**src/hdl/bqd_pkg.sv**
```systemverilog
// ----------------------------------------------------------------------------
// bqd_pkg - biquad filter shared types and microcode
// Datapath widths, control word layout and the sequencer program.
// ----------------------------------------------------------------------------
package bqd_pkg;

  localparam int COEF_W    = 32;
  localparam int FEED_W    = 32;
  localparam int PROD_W    = COEF_W + FEED_W;
  localparam int ACC_W     = PROD_W + 2;
  localparam int DELAY_W   = 48;
  localparam int NUM_COEFS = 5;
  localparam int IDX_W     = 3;
  localparam int STEP_W    = 3;

  typedef logic signed [COEF_W-1:0]  coef_t;
  typedef logic signed [FEED_W-1:0]  feed_t;
  typedef logic signed [PROD_W-1:0]  prod_t;
  typedef logic signed [ACC_W-1:0]   acc_t;
  typedef logic signed [DELAY_W-1:0] delay_t;

  typedef enum logic [IDX_W-1:0] {
    REG_B0 = 3'd0,
    REG_B1 = 3'd1,
    REG_B2 = 3'd2,
    REG_A1 = 3'd3,
    REG_A2 = 3'd4
  } reg_idx_e;

  typedef enum logic {
    MUL_X,
    MUL_YF
  } mul_b_e;

  typedef enum logic [1:0] {
    ACC_HOLD,
    ACC_PROD_D1,
    ACC_PROD_D2,
    ACC_PROD
  } acc_op_e;

  typedef enum logic [1:0] {
    JMP_NEXT,
    JMP_WAIT_IN,
    JMP_WAIT_OUT,
    JMP_START
  } jmp_e;

  typedef struct packed {
    jmp_e     jmp;
    logic     mul_en;
    reg_idx_e mul_a;
    mul_b_e   mul_b;
    acc_op_e  acc_op;
    logic     y_load;
    logic     d1_load;
    logic     d2_load;
  } ucw_t;

  typedef struct packed {
    logic     x_load;
    logic     mul_en;
    reg_idx_e mul_a;
    mul_b_e   mul_b;
    acc_op_e  acc_op;
    logic     y_load;
    logic     d1_load;
    logic     d2_load;
  } ctl_t;

  typedef struct packed {
    logic in_valid;
    logic out_busy;
  } stat_t;

  // one sample: y = b0*x + d1; d1' = b1*x + d2 - a1*y; d2' = b2*x - a2*y
  function automatic ucw_t ucode(logic [STEP_W-1:0] step);
    ucw_t w;
    w = '0;
    w.jmp   = JMP_NEXT;
    w.mul_a = REG_B0;
    w.mul_b = MUL_X;
    w.acc_op = ACC_HOLD;
    case (step)
      3'd0: begin
        w.jmp = JMP_WAIT_IN;
      end
      3'd1: begin
        w.mul_en = 1'b1;
        w.mul_a  = REG_B0;
      end
      3'd2: begin
        w.acc_op = ACC_PROD_D1;
        w.mul_en = 1'b1;
        w.mul_a  = REG_B1;
      end
      3'd3: begin
        w.jmp    = JMP_WAIT_OUT;
        w.y_load = 1'b1;
        w.acc_op = ACC_PROD_D2;
      end
      3'd4: begin
        w.mul_en = 1'b1;
        w.mul_a  = REG_A1;
        w.mul_b  = MUL_YF;
      end
      3'd5: begin
        w.d1_load = 1'b1;
        w.mul_en  = 1'b1;
        w.mul_a   = REG_B2;
      end
      3'd6: begin
        w.acc_op = ACC_PROD;
        w.mul_en = 1'b1;
        w.mul_a  = REG_A2;
        w.mul_b  = MUL_YF;
      end
      3'd7: begin
        w.d2_load = 1'b1;
        w.jmp     = JMP_START;
      end
      default: begin
        w.jmp = JMP_START;
      end
    endcase
    return w;
  endfunction

endpackage

```
**src/hdl/bqd_if.sv**
```systemverilog
// ----------------------------------------------------------------------------
// bqd_if - biquad filter stream channels
// Sample input channel and filtered result channel, valid/ready.
// ----------------------------------------------------------------------------
interface bqd_in_if #(
  parameter int W = 16
);
  logic                valid;
  logic                ready;
  logic signed [W-1:0] sample_in;

  modport source (output valid, output sample_in, input ready);
  modport sink   (input valid, input sample_in, output ready);
endinterface

interface bqd_out_if #(
  parameter int W = 16
);
  logic                valid;
  logic                ready;
  logic signed [W-1:0] sample_out;
  logic                clipped;

  modport source (output valid, output sample_out, output clipped, input ready);
  modport sink   (input valid, input sample_out, input clipped, output ready);
endinterface

```
**src/hdl/bqd_seq.sv**
```systemverilog
// ----------------------------------------------------------------------------
// bqd_seq - biquad microcode sequencer
// Step counter over the control ROM with wait-for-input and wait-for-output.
// ----------------------------------------------------------------------------
module bqd_seq (
  input  logic           clk_i,
  input  logic           rst_ni,
  input  bqd_pkg::stat_t stat_i,
  output bqd_pkg::ctl_t  ctl_o,
  output logic           in_ready_o
);

  logic [bqd_pkg::STEP_W-1:0] step_q, step_d;
  bqd_pkg::ucw_t              cw;
  logic                       hold;

  assign cw = bqd_pkg::ucode(step_q);

  assign hold = ((cw.jmp == bqd_pkg::JMP_WAIT_IN) && !stat_i.in_valid) ||
                ((cw.jmp == bqd_pkg::JMP_WAIT_OUT) && stat_i.out_busy);

  always_comb begin
    if (hold) begin
      step_d = step_q;
    end else if (cw.jmp == bqd_pkg::JMP_START) begin
      step_d = '0;
    end else begin
      step_d = step_q + 1'b1;
    end
  end

  always_comb begin
    in_ready_o    = (cw.jmp == bqd_pkg::JMP_WAIT_IN);
    ctl_o.x_load  = (cw.jmp == bqd_pkg::JMP_WAIT_IN) && stat_i.in_valid;
    ctl_o.mul_en  = cw.mul_en && !hold;
    ctl_o.mul_a   = cw.mul_a;
    ctl_o.mul_b   = cw.mul_b;
    ctl_o.acc_op  = hold ? bqd_pkg::ACC_HOLD : cw.acc_op;
    ctl_o.y_load  = cw.y_load && !hold;
    ctl_o.d1_load = cw.d1_load && !hold;
    ctl_o.d2_load = cw.d2_load && !hold;
  end

  always_ff @(posedge clk_i or negedge rst_ni) begin
    if (!rst_ni) begin
      step_q <= '0;
    end else begin
      step_q <= step_d;
    end
  end

endmodule

```
**src/hdl/bqd_dp.sv**
```systemverilog
// ----------------------------------------------------------------------------
// bqd_dp - biquad datapath
// Coefficients, shared multiplier, accumulator, delays and result register.
// ----------------------------------------------------------------------------
module bqd_dp #(
  parameter int SAMPLE_WIDTH   = 16,
  parameter int COEF_FRAC_BITS = 28
) (
  input  logic                          clk_i,
  input  logic                          rst_ni,
  input  logic                          cfg_we_i,
  input  logic [bqd_pkg::IDX_W-1:0]     cfg_idx_i,
  input  logic [bqd_pkg::COEF_W-1:0]    cfg_data_i,
  input  logic signed [SAMPLE_WIDTH-1:0] sample_in_i,
  input  bqd_pkg::ctl_t                 ctl_i,
  input  logic                          out_ready_i,
  output logic                          out_valid_o,
  output logic signed [SAMPLE_WIDTH-1:0] sample_out_o,
  output logic                          clipped_o,
  output logic                          out_busy_o
);

  localparam bqd_pkg::coef_t B0_ONE =
    bqd_pkg::coef_t'({{(bqd_pkg::COEF_W-1){1'b0}}, 1'b1} << COEF_FRAC_BITS);
  localparam bqd_pkg::acc_t HALF  = bqd_pkg::acc_t'(1) <<< (COEF_FRAC_BITS - 1);
  localparam bqd_pkg::acc_t D_MAX =
    bqd_pkg::acc_t'({1'b0, {(bqd_pkg::DELAY_W-1){1'b1}}});
  localparam bqd_pkg::acc_t D_MIN = ~D_MAX;
  localparam bqd_pkg::acc_t F_MAX =
    bqd_pkg::acc_t'({1'b0, {(bqd_pkg::FEED_W-1){1'b1}}});
  localparam bqd_pkg::acc_t F_MIN = ~F_MAX;
  localparam bqd_pkg::acc_t S_MAX =
    bqd_pkg::acc_t'({1'b0, {(SAMPLE_WIDTH-1){1'b1}}});
  localparam bqd_pkg::acc_t S_MIN = ~S_MAX;

  typedef logic [bqd_pkg::IDX_W-1:0] cfg_idx_t;

  bqd_pkg::coef_t                coef_q [bqd_pkg::NUM_COEFS];
  logic signed [SAMPLE_WIDTH-1:0] x_q;
  bqd_pkg::prod_t                prod_q;
  bqd_pkg::acc_t                 acc_q, acc_d;
  bqd_pkg::feed_t                yf_q;
  bqd_pkg::delay_t               d1_q, d2_q;
  logic                          out_valid_q;
  logic signed [SAMPLE_WIDTH-1:0] sample_out_q;
  logic                          clipped_q;

  logic                          cfg_hit;
  bqd_pkg::coef_t                mul_a;
  bqd_pkg::feed_t                mul_b;
  bqd_pkg::acc_t                 diff;
  bqd_pkg::delay_t               diff_sat;
  bqd_pkg::acc_t                 y_full;
  bqd_pkg::feed_t                yf;
  logic signed [SAMPLE_WIDTH-1:0] ys;
  logic                          clip;

  assign cfg_hit = cfg_we_i && (cfg_idx_i < bqd_pkg::IDX_W'(bqd_pkg::NUM_COEFS));

  assign mul_a = coef_q[cfg_idx_t'(ctl_i.mul_a)];
  assign mul_b = (ctl_i.mul_b == bqd_pkg::MUL_X) ? bqd_pkg::feed_t'(x_q) : yf_q;

  always_comb begin
    case (ctl_i.acc_op)
      bqd_pkg::ACC_PROD_D1: acc_d = bqd_pkg::acc_t'(prod_q) + bqd_pkg::acc_t'(d1_q);
      bqd_pkg::ACC_PROD_D2: acc_d = bqd_pkg::acc_t'(prod_q) + bqd_pkg::acc_t'(d2_q);
      bqd_pkg::ACC_PROD:    acc_d = bqd_pkg::acc_t'(prod_q);
      default:              acc_d = acc_q;
    endcase
  end

  // delay update: accumulator less the feedback product, clamped to 48 bits
  always_comb begin
    diff = acc_q - bqd_pkg::acc_t'(prod_q);
    if (diff > D_MAX) begin
      diff_sat = D_MAX[bqd_pkg::DELAY_W-1:0];
    end else if (diff < D_MIN) begin
      diff_sat = D_MIN[bqd_pkg::DELAY_W-1:0];
    end else begin
      diff_sat = diff[bqd_pkg::DELAY_W-1:0];
    end
  end

  // round half up, then clamp for feedback and for the output
  always_comb begin
    y_full = (acc_q + HALF) >>> COEF_FRAC_BITS;
    if (y_full > F_MAX) begin
      yf = F_MAX[bqd_pkg::FEED_W-1:0];
    end else if (y_full < F_MIN) begin
      yf = F_MIN[bqd_pkg::FEED_W-1:0];
    end else begin
      yf = y_full[bqd_pkg::FEED_W-1:0];
    end
    clip = 1'b0;
    if (y_full > S_MAX) begin
      ys   = S_MAX[SAMPLE_WIDTH-1:0];
      clip = 1'b1;
    end else if (y_full < S_MIN) begin
      ys   = S_MIN[SAMPLE_WIDTH-1:0];
      clip = 1'b1;
    end else begin
      ys = y_full[SAMPLE_WIDTH-1:0];
    end
  end

  always_ff @(posedge clk_i or negedge rst_ni) begin
    if (!rst_ni) begin
      coef_q[0] <= B0_ONE;
      for (int i = 1; i < bqd_pkg::NUM_COEFS; i++) begin
        coef_q[i] <= '0;
      end
    end else if (cfg_hit) begin
      coef_q[cfg_idx_i] <= cfg_data_i;
    end
  end

  always_ff @(posedge clk_i or negedge rst_ni) begin
    if (!rst_ni) begin
      d1_q <= '0;
      d2_q <= '0;
    end else if (cfg_hit) begin
      d1_q <= '0;
      d2_q <= '0;
    end else begin
      if (ctl_i.d1_load) begin
        d1_q <= diff_sat;
      end
      if (ctl_i.d2_load) begin
        d2_q <= diff_sat;
      end
    end
  end

  always_ff @(posedge clk_i) begin
    if (ctl_i.x_load) begin
      x_q <= sample_in_i;
    end
    if (ctl_i.mul_en) begin
      prod_q <= mul_a * mul_b;
    end
    acc_q <= acc_d;
    if (ctl_i.y_load) begin
      yf_q         <= yf;
      sample_out_q <= ys;
      clipped_q    <= clip;
    end
  end

  always_ff @(posedge clk_i or negedge rst_ni) begin
    if (!rst_ni) begin
      out_valid_q <= 1'b0;
    end else if (ctl_i.y_load) begin
      out_valid_q <= 1'b1;
    end else if (out_ready_i) begin
      out_valid_q <= 1'b0;
    end
  end

  assign out_valid_o  = out_valid_q;
  assign sample_out_o = sample_out_q;
  assign clipped_o    = clipped_q;
  assign out_busy_o   = out_valid_q && !out_ready_i;

`ifndef SYNTH
  a_cfg_clears_delays: assert property (@(posedge clk_i) disable iff (!rst_ni)
    cfg_hit |=> (d1_q == '0) && (d2_q == '0))
    else $error("delays not cleared after coefficient write");

  a_no_result_overwrite: assert property (@(posedge clk_i) disable iff (!rst_ni)
    ctl_i.y_load |-> !out_busy_o)
    else $error("pending result overwritten");

  a_result_presented: assert property (@(posedge clk_i) disable iff (!rst_ni)
    ctl_i.y_load |=> out_valid_q)
    else $error("result not presented after load");

  a_one_writer: assert property (@(posedge clk_i) disable iff (!rst_ni)
    !(ctl_i.d1_load && ctl_i.d2_load) && !(ctl_i.y_load && ctl_i.x_load))
    else $error("conflicting microcode steps");
`endif

endmodule

```
**src/hdl/biquad_iir_filter_unit.sv**
```systemverilog
// ----------------------------------------------------------------------------
// biquad_iir_filter_unit - second-order IIR filter, transposed direct form II
// Microcoded datapath with one shared 32x32 multiplier.
//
//   channel   dir  payload                      transfer when
//   in_ch     in   sample_in                    valid & ready
//   out_ch    out  sample_out, clipped          valid & ready
//   cfg       in   cfg_idx_i, cfg_data_i        cfg_we_i
//
// Per sample: a wait step plus seven microcode steps, set by
// the five products through the single multiplier.
// A held result stalls the sequencer at the output step only; the next
// sample is taken while a result waits.
// Reset clears the delays and loads unity gain (b0 = 1.0, others 0).
// Any valid coefficient write clears both delays.
// ----------------------------------------------------------------------------
module biquad_iir_filter_unit #(
  parameter int SAMPLE_WIDTH   = 16,
  parameter int COEF_FRAC_BITS = 28
) (
  input  logic                       clk_i,
  input  logic                       rst_ni,
  bqd_in_if.sink                     in_ch,
  bqd_out_if.source                  out_ch,
  input  logic                       cfg_we_i,
  input  logic [bqd_pkg::IDX_W-1:0]  cfg_idx_i,
  input  logic [bqd_pkg::COEF_W-1:0] cfg_data_i
);

  bqd_pkg::stat_t stat;
  bqd_pkg::ctl_t  ctl;
  logic           in_ready;
  logic           out_busy;

  assign stat.in_valid = in_ch.valid;
  assign stat.out_busy = out_busy;
  assign in_ch.ready   = in_ready;

  bqd_seq u_seq (
    .clk_i      (clk_i),
    .rst_ni     (rst_ni),
    .stat_i     (stat),
    .ctl_o      (ctl),
    .in_ready_o (in_ready)
  );

  bqd_dp #(
    .SAMPLE_WIDTH   (SAMPLE_WIDTH),
    .COEF_FRAC_BITS (COEF_FRAC_BITS)
  ) u_dp (
    .clk_i        (clk_i),
    .rst_ni       (rst_ni),
    .cfg_we_i     (cfg_we_i),
    .cfg_idx_i    (cfg_idx_i),
    .cfg_data_i   (cfg_data_i),
    .sample_in_i  (in_ch.sample_in),
    .ctl_i        (ctl),
    .out_ready_i  (out_ch.ready),
    .out_valid_o  (out_ch.valid),
    .sample_out_o (out_ch.sample_out),
    .clipped_o    (out_ch.clipped),
    .out_busy_o   (out_busy)
  );

endmodule
```
**src/flat_wrapper.sv**
```systemverilog
// flat-port wrapper written by rule: the top's interface ports become plain ports
module biquad_iir_filter_unit_flat 
#(
  parameter int SAMPLE_WIDTH   = 16,
  parameter int COEF_FRAC_BITS = 28
)
  (clk_i, rst_ni, cfg_we_i, cfg_idx_i, cfg_data_i, in_ch_valid, in_ch_sample_in, in_ch_ready, out_ch_valid, out_ch_sample_out, out_ch_clipped, out_ch_ready);
  bqd_in_if in_ch_i ();
  bqd_out_if out_ch_i ();
  input  logic clk_i;
  input  logic rst_ni;
  input  logic cfg_we_i;
  input  logic [bqd_pkg::IDX_W-1:0] cfg_idx_i;
  input  logic [bqd_pkg::COEF_W-1:0] cfg_data_i;
  input wire logic [$bits(in_ch_i.valid)-1:0] in_ch_valid;
  input wire logic [$bits(in_ch_i.sample_in)-1:0] in_ch_sample_in;
  output wire logic [$bits(in_ch_i.ready)-1:0] in_ch_ready;
  output wire logic [$bits(out_ch_i.valid)-1:0] out_ch_valid;
  output wire logic [$bits(out_ch_i.sample_out)-1:0] out_ch_sample_out;
  output wire logic [$bits(out_ch_i.clipped)-1:0] out_ch_clipped;
  input wire logic [$bits(out_ch_i.ready)-1:0] out_ch_ready;
  assign in_ch_i.valid = in_ch_valid;
  assign in_ch_i.sample_in = in_ch_sample_in;
  assign in_ch_ready = in_ch_i.ready;
  assign out_ch_valid = out_ch_i.valid;
  assign out_ch_sample_out = out_ch_i.sample_out;
  assign out_ch_clipped = out_ch_i.clipped;
  assign out_ch_i.ready = out_ch_ready;
  biquad_iir_filter_unit #(.SAMPLE_WIDTH(SAMPLE_WIDTH), .COEF_FRAC_BITS(COEF_FRAC_BITS)) u_core (.clk_i(clk_i), .rst_ni(rst_ni), .in_ch(in_ch_i), .out_ch(out_ch_i), .cfg_we_i(cfg_we_i), .cfg_idx_i(cfg_idx_i), .cfg_data_i(cfg_data_i));
endmodule
```
**config.mk**
```make
export PLATFORM = sky130hd
export DESIGN_NAME = biquad_iir_filter_unit_flat
export DESIGN_NICKNAME = d
export VERILOG_FILES = /design/src/hdl/bqd_pkg.sv /design/src/hdl/bqd_if.sv /design/src/hdl/bqd_seq.sv /design/src/hdl/bqd_dp.sv /design/src/hdl/biquad_iir_filter_unit.sv /design/src/flat_wrapper.sv
export SDC_FILE = /design/constraint.sdc
export NUM_CORES = 2
export LEC_CHECK = 0
export BUFFER_PORTS_ARGS = -buffer_cell sky130_fd_sc_hd__buf_2
export CORE_AREA = 2 2 354 356
export DETAILED_ROUTE_END_ITERATION = 8
export DIE_AREA = 0 0 356 358
export HOLD_SLACK_MARGIN = 0.08
export PLACE_DENSITY = 0.67
export SLEW_MARGIN = 20
export SYNTH_ARGS = -nofsm -noshare
export SYNTH_HDL_FRONTEND = slang
export SYNTH_HIERARCHICAL = 1
export SYNTH_SLANG_ARGS = --single-unit
```
**constraint.sdc**
```tcl
create_clock -name clk_i -period 19.2 [get_ports clk_i]
set_input_delay 1.92 -clock clk_i [delete_from_list [all_inputs] [get_ports clk_i]]
set_output_delay 1.92 -clock clk_i [all_outputs]
set_load 0.03 [all_outputs]
```
==> summary.md <==
| Metric | Value |
|---|---|
| Status | completed |
| Via Count | 50,000 |
| F_max | 0.0854 GHz |
| Aggregate global-route resource usage | 32.7% |
| Die Wd | 356 um |
| Clk sinks | 454 |
| Routed length on met3 | 21.3 mm |
| Post-DP HPWL | 156 mm |
| Clk root buf | clkbuf_16 |
| Hold Startpoint | u_core/u_dp/d1_q[40] |
| DR iter-0 viols | 4,556 |
| Congestion Overflow GR | 0 |
| Max FO, Critical Path | 40 |
| Max Cap Viol | 0 |
| First drt pass iteration count | 6 |
| IO Port Bufs | 74 |
| Critical path endpoint category | register |
| Post-synth EDFFs | 194 |
| Seq/Total Area, Yosys | 19.3% |
| Deepest clock path buffer count | 3 |
| Post-CTS Hold Fix Bufs | 0 |
| CTS H-Tree Depth | 2 |
| Initial Util | 51.8% |
| I/O pins | 75 |
| Reg clk slew, reported paths | 60 ps |
| Worst Path Required | 19,600 ps |
| Critical Path AT | 12,110 ps |
| Finish-stage setup viols | 0 |
| CP Launch Point | u_core/u_seq/step_q[0] |
| Area contributors post-synth | fa_1 34%, dfrtp_1 10%, edfxtp_1 9.1% |
| CTS Buf Count | 53 |
| Distinct cells, synth | 97 |
| Number of max-slew violations in the final report | 0 |
| Area of the core | 0.123 mm2 |
| Crit path buf inv count | 10 |
| Post-Synthesis Cell Area | 0.0639 mm2 |
| Worst R2R End | u_core/u_dp/prod_q[63] |
| Setup TNS | 0 ps |
| CP Launch Type | register |
| Synth warn | 6 |
| Post-synth top cells | 1,171 x inv_1, 1,084 x fa_1, 737 x nand2_1, 736 x nor2_1, 321 x a21oi_1 |
| Synthesis-to-layout area growth | 6.32% |
| Remaining DRCs | 0 |
| Worst-margin pin slew | 1240 ps |
| Worst hold path stage count | 2 |
| Rows | 129 |
| Synthesized net count | 8,325 |
| Critical Path Max Stage Delay | 860 ps |
| HP Class | register to register |
| Cell taking the most area after synthesis | fa_1 |
| Final hold violation count | 0 |
| Chip Height | 358 um |
| Clock latency on the worst-skew pair | 670 ps |
| Post-DR vias/cell | 5.92 |
| Reg2reg start | u_core/u_seq/step_q[0] |
| DIE AREA | 0.127 mm2 |
| Postcts setup bufs | 0 |
| WL final | 203 mm |
| Min cycle time layout | 11,700 ps |
| Tcrit/Tclk final | 61.0% |
| Syn Inst Count | 6,865 |
| Synth Register Bits | 454 |
| CP top delay family | adder cells |
| Largest net degree at the start of global routing | 88 |
| Met2 wire length | 88.6 mm |
| Ys async rst share | 57.3% |
| Met1 wire length | 80.7 mm |
| Crit path kind | register to register |
| Top Metal Used | met5 |
| Worst Skew | 22.0 ps |
| Post-synth top flop | dfrtp_1 |
| Initial antenna violation count | 11 |
| Fin nets | 8,221 |
| CP max-delay cell | fa_1 |
| Number of global-route vias before repair | 52,000 |
| Synth top area share | 33.9% |
| First-pass GRT wire length | 314 mm |
| Count leader, synth | inv_1 |
| Worst reg2reg path depth | 35 |
| Proportion of layout cells with a drive suffix above 1 | 8.82% |
| Per-cell routed wire length | 24.0 um |
| RSZ-0062 raised after global routing | false |
| Avg Cell Area, Syn | 9.31 um2 |
| Placer Congestion | 1.00 |
| CTS tree | yes |
| Resized cells post-CTS | 0 |
| Reg2Reg Setup Slack | 7500 ps |
| Slew margin rel. | 17.7% |
| Hold Crit Endpoint | u_core/u_dp/d1_q[40] |
| Antenna-violating nets left | 0 |
[kinds of logic after synthesis]
kind of cell | share of synthesized area [%]
DFF | 19.3
adders and majority gates | 40.2
AOI/OAI and AO/OA | 11.0
buffers and inverters | 8.95
xor gates and xnor gates | 2.90
and+or+nand+nor | 12.4
muxes | 5.29
[metrics by stage]
| step | utilization (%) | hold WS (ps) | setup WS [ps] | instance area, um2 | std cells |
|---|---|---|---|---|---|
| global route | 55.1 | 515 | 6790 | 68000 | 8442 |
| finish | 55.1 | 502 | 7500 | 68000 | 8446 |
| floorplan | - | 461 | 9290 | 63900 | 6865 |
| global placement | 53.6 | 473 | 7840 | 66100 | 8342 |
| CTS | 55.1 | 499 | 7520 | 67900 | 8442 |
| detailed placement | 53.6 | 484 | 7570 | 66100 | 8343 |
[worst max path at each step]
stage	to	slack (ps)	cells after the start
finish	u_core/u_dp/prod_q[63]	7500	35
global route	u_core/u_dp/prod_q[63]	6790	35
CTS	u_core/u_dp/prod_q[63]	7520	35
detailed placement	u_core/u_dp/prod_q[63]	7570	35
global placement	u_core/u_dp/prod_q[63]	7840	35
floorplan	u_core/u_dp/prod_q[63]	9290	36
[cell type report]
type | count | area, um2
clock inverter | 34 | 352
multi-input combinational | 4904 | 46200
inverter | 1171 | 4400
timing repair buffer | 177 | 1160
fill | 11200 | 55300
clock buffer | 65 | 1470
tap | 1637 | 2050
antenna | 4 | 10.0
sequential | 454 | 12300
[worst reg2reg max path: cells and delay by family (launching register included)]
family | cells | cell delay [ps]
xor gates and xnor gates | 1 | 70
DFF | 1 | 420
AOI/OAI and AO/OA | 8 | 2240
buffers and inverters | 10 | 1910
adders and majority gates | 10 | 4890
and+or+nand+nor | 6 | 1900
[cell usage in the layout (no fill, tap or decap), types with 10 or more instances in the layout]
master,count
o22a_1,29
a31oi_1,97
or3_1,14
xnor2_1,128
a21o_1,108
o22ai_1,19
buf_4,102
and2_1,24
o22ai_2,14
a21oi_1,311
nand2_1,732
nor2_1,735
a211oi_1,22
inv_1,1171
ha_1,320
nand3_1,76
nor2b_1,22
o21ai_0,277
mux2i_1,68
o211ai_1,31
mux2_2,222
nand2b_1,36
and3_1,22
dfrtp_1,259
or2_2,16
buf_2,73
o21a_1,27
edfxtp_1,194
nand4_1,52
nor3_1,42
o31ai_1,15
a21oi_2,10
xor2_1,84
o2111ai_1,10
clkbuf_16,56
o21bai_1,32
o21ai_1,22
fa_1,1084
[registers in the layout, summed over array words and instances (netlist names), 3 cells and up]
signal and flops:
u_core/u_dp/acc_q 65, u_core/u_dp/coef_q 160, u_core/u_dp/d1_q 48, u_core/u_dp/d2_q 48
u_core/u_dp/prod_q 64, u_core/u_dp/sample_out_o 16, u_core/u_dp/x_q 16, u_core/u_dp/yf_q 32
u_core/u_seq/step_q 3
[per-layer routing]
metal  track usage (%)  vias up
met2              50.2     2497
li1                  -    21800
met1              43.1    25200
met3              8.42      565
met5             0.370        -
met4              16.3        6
Power is left out: the tool's default activity adds up to more than one toggle a clock period on the data nets, which glitch-free logic cannot reach.
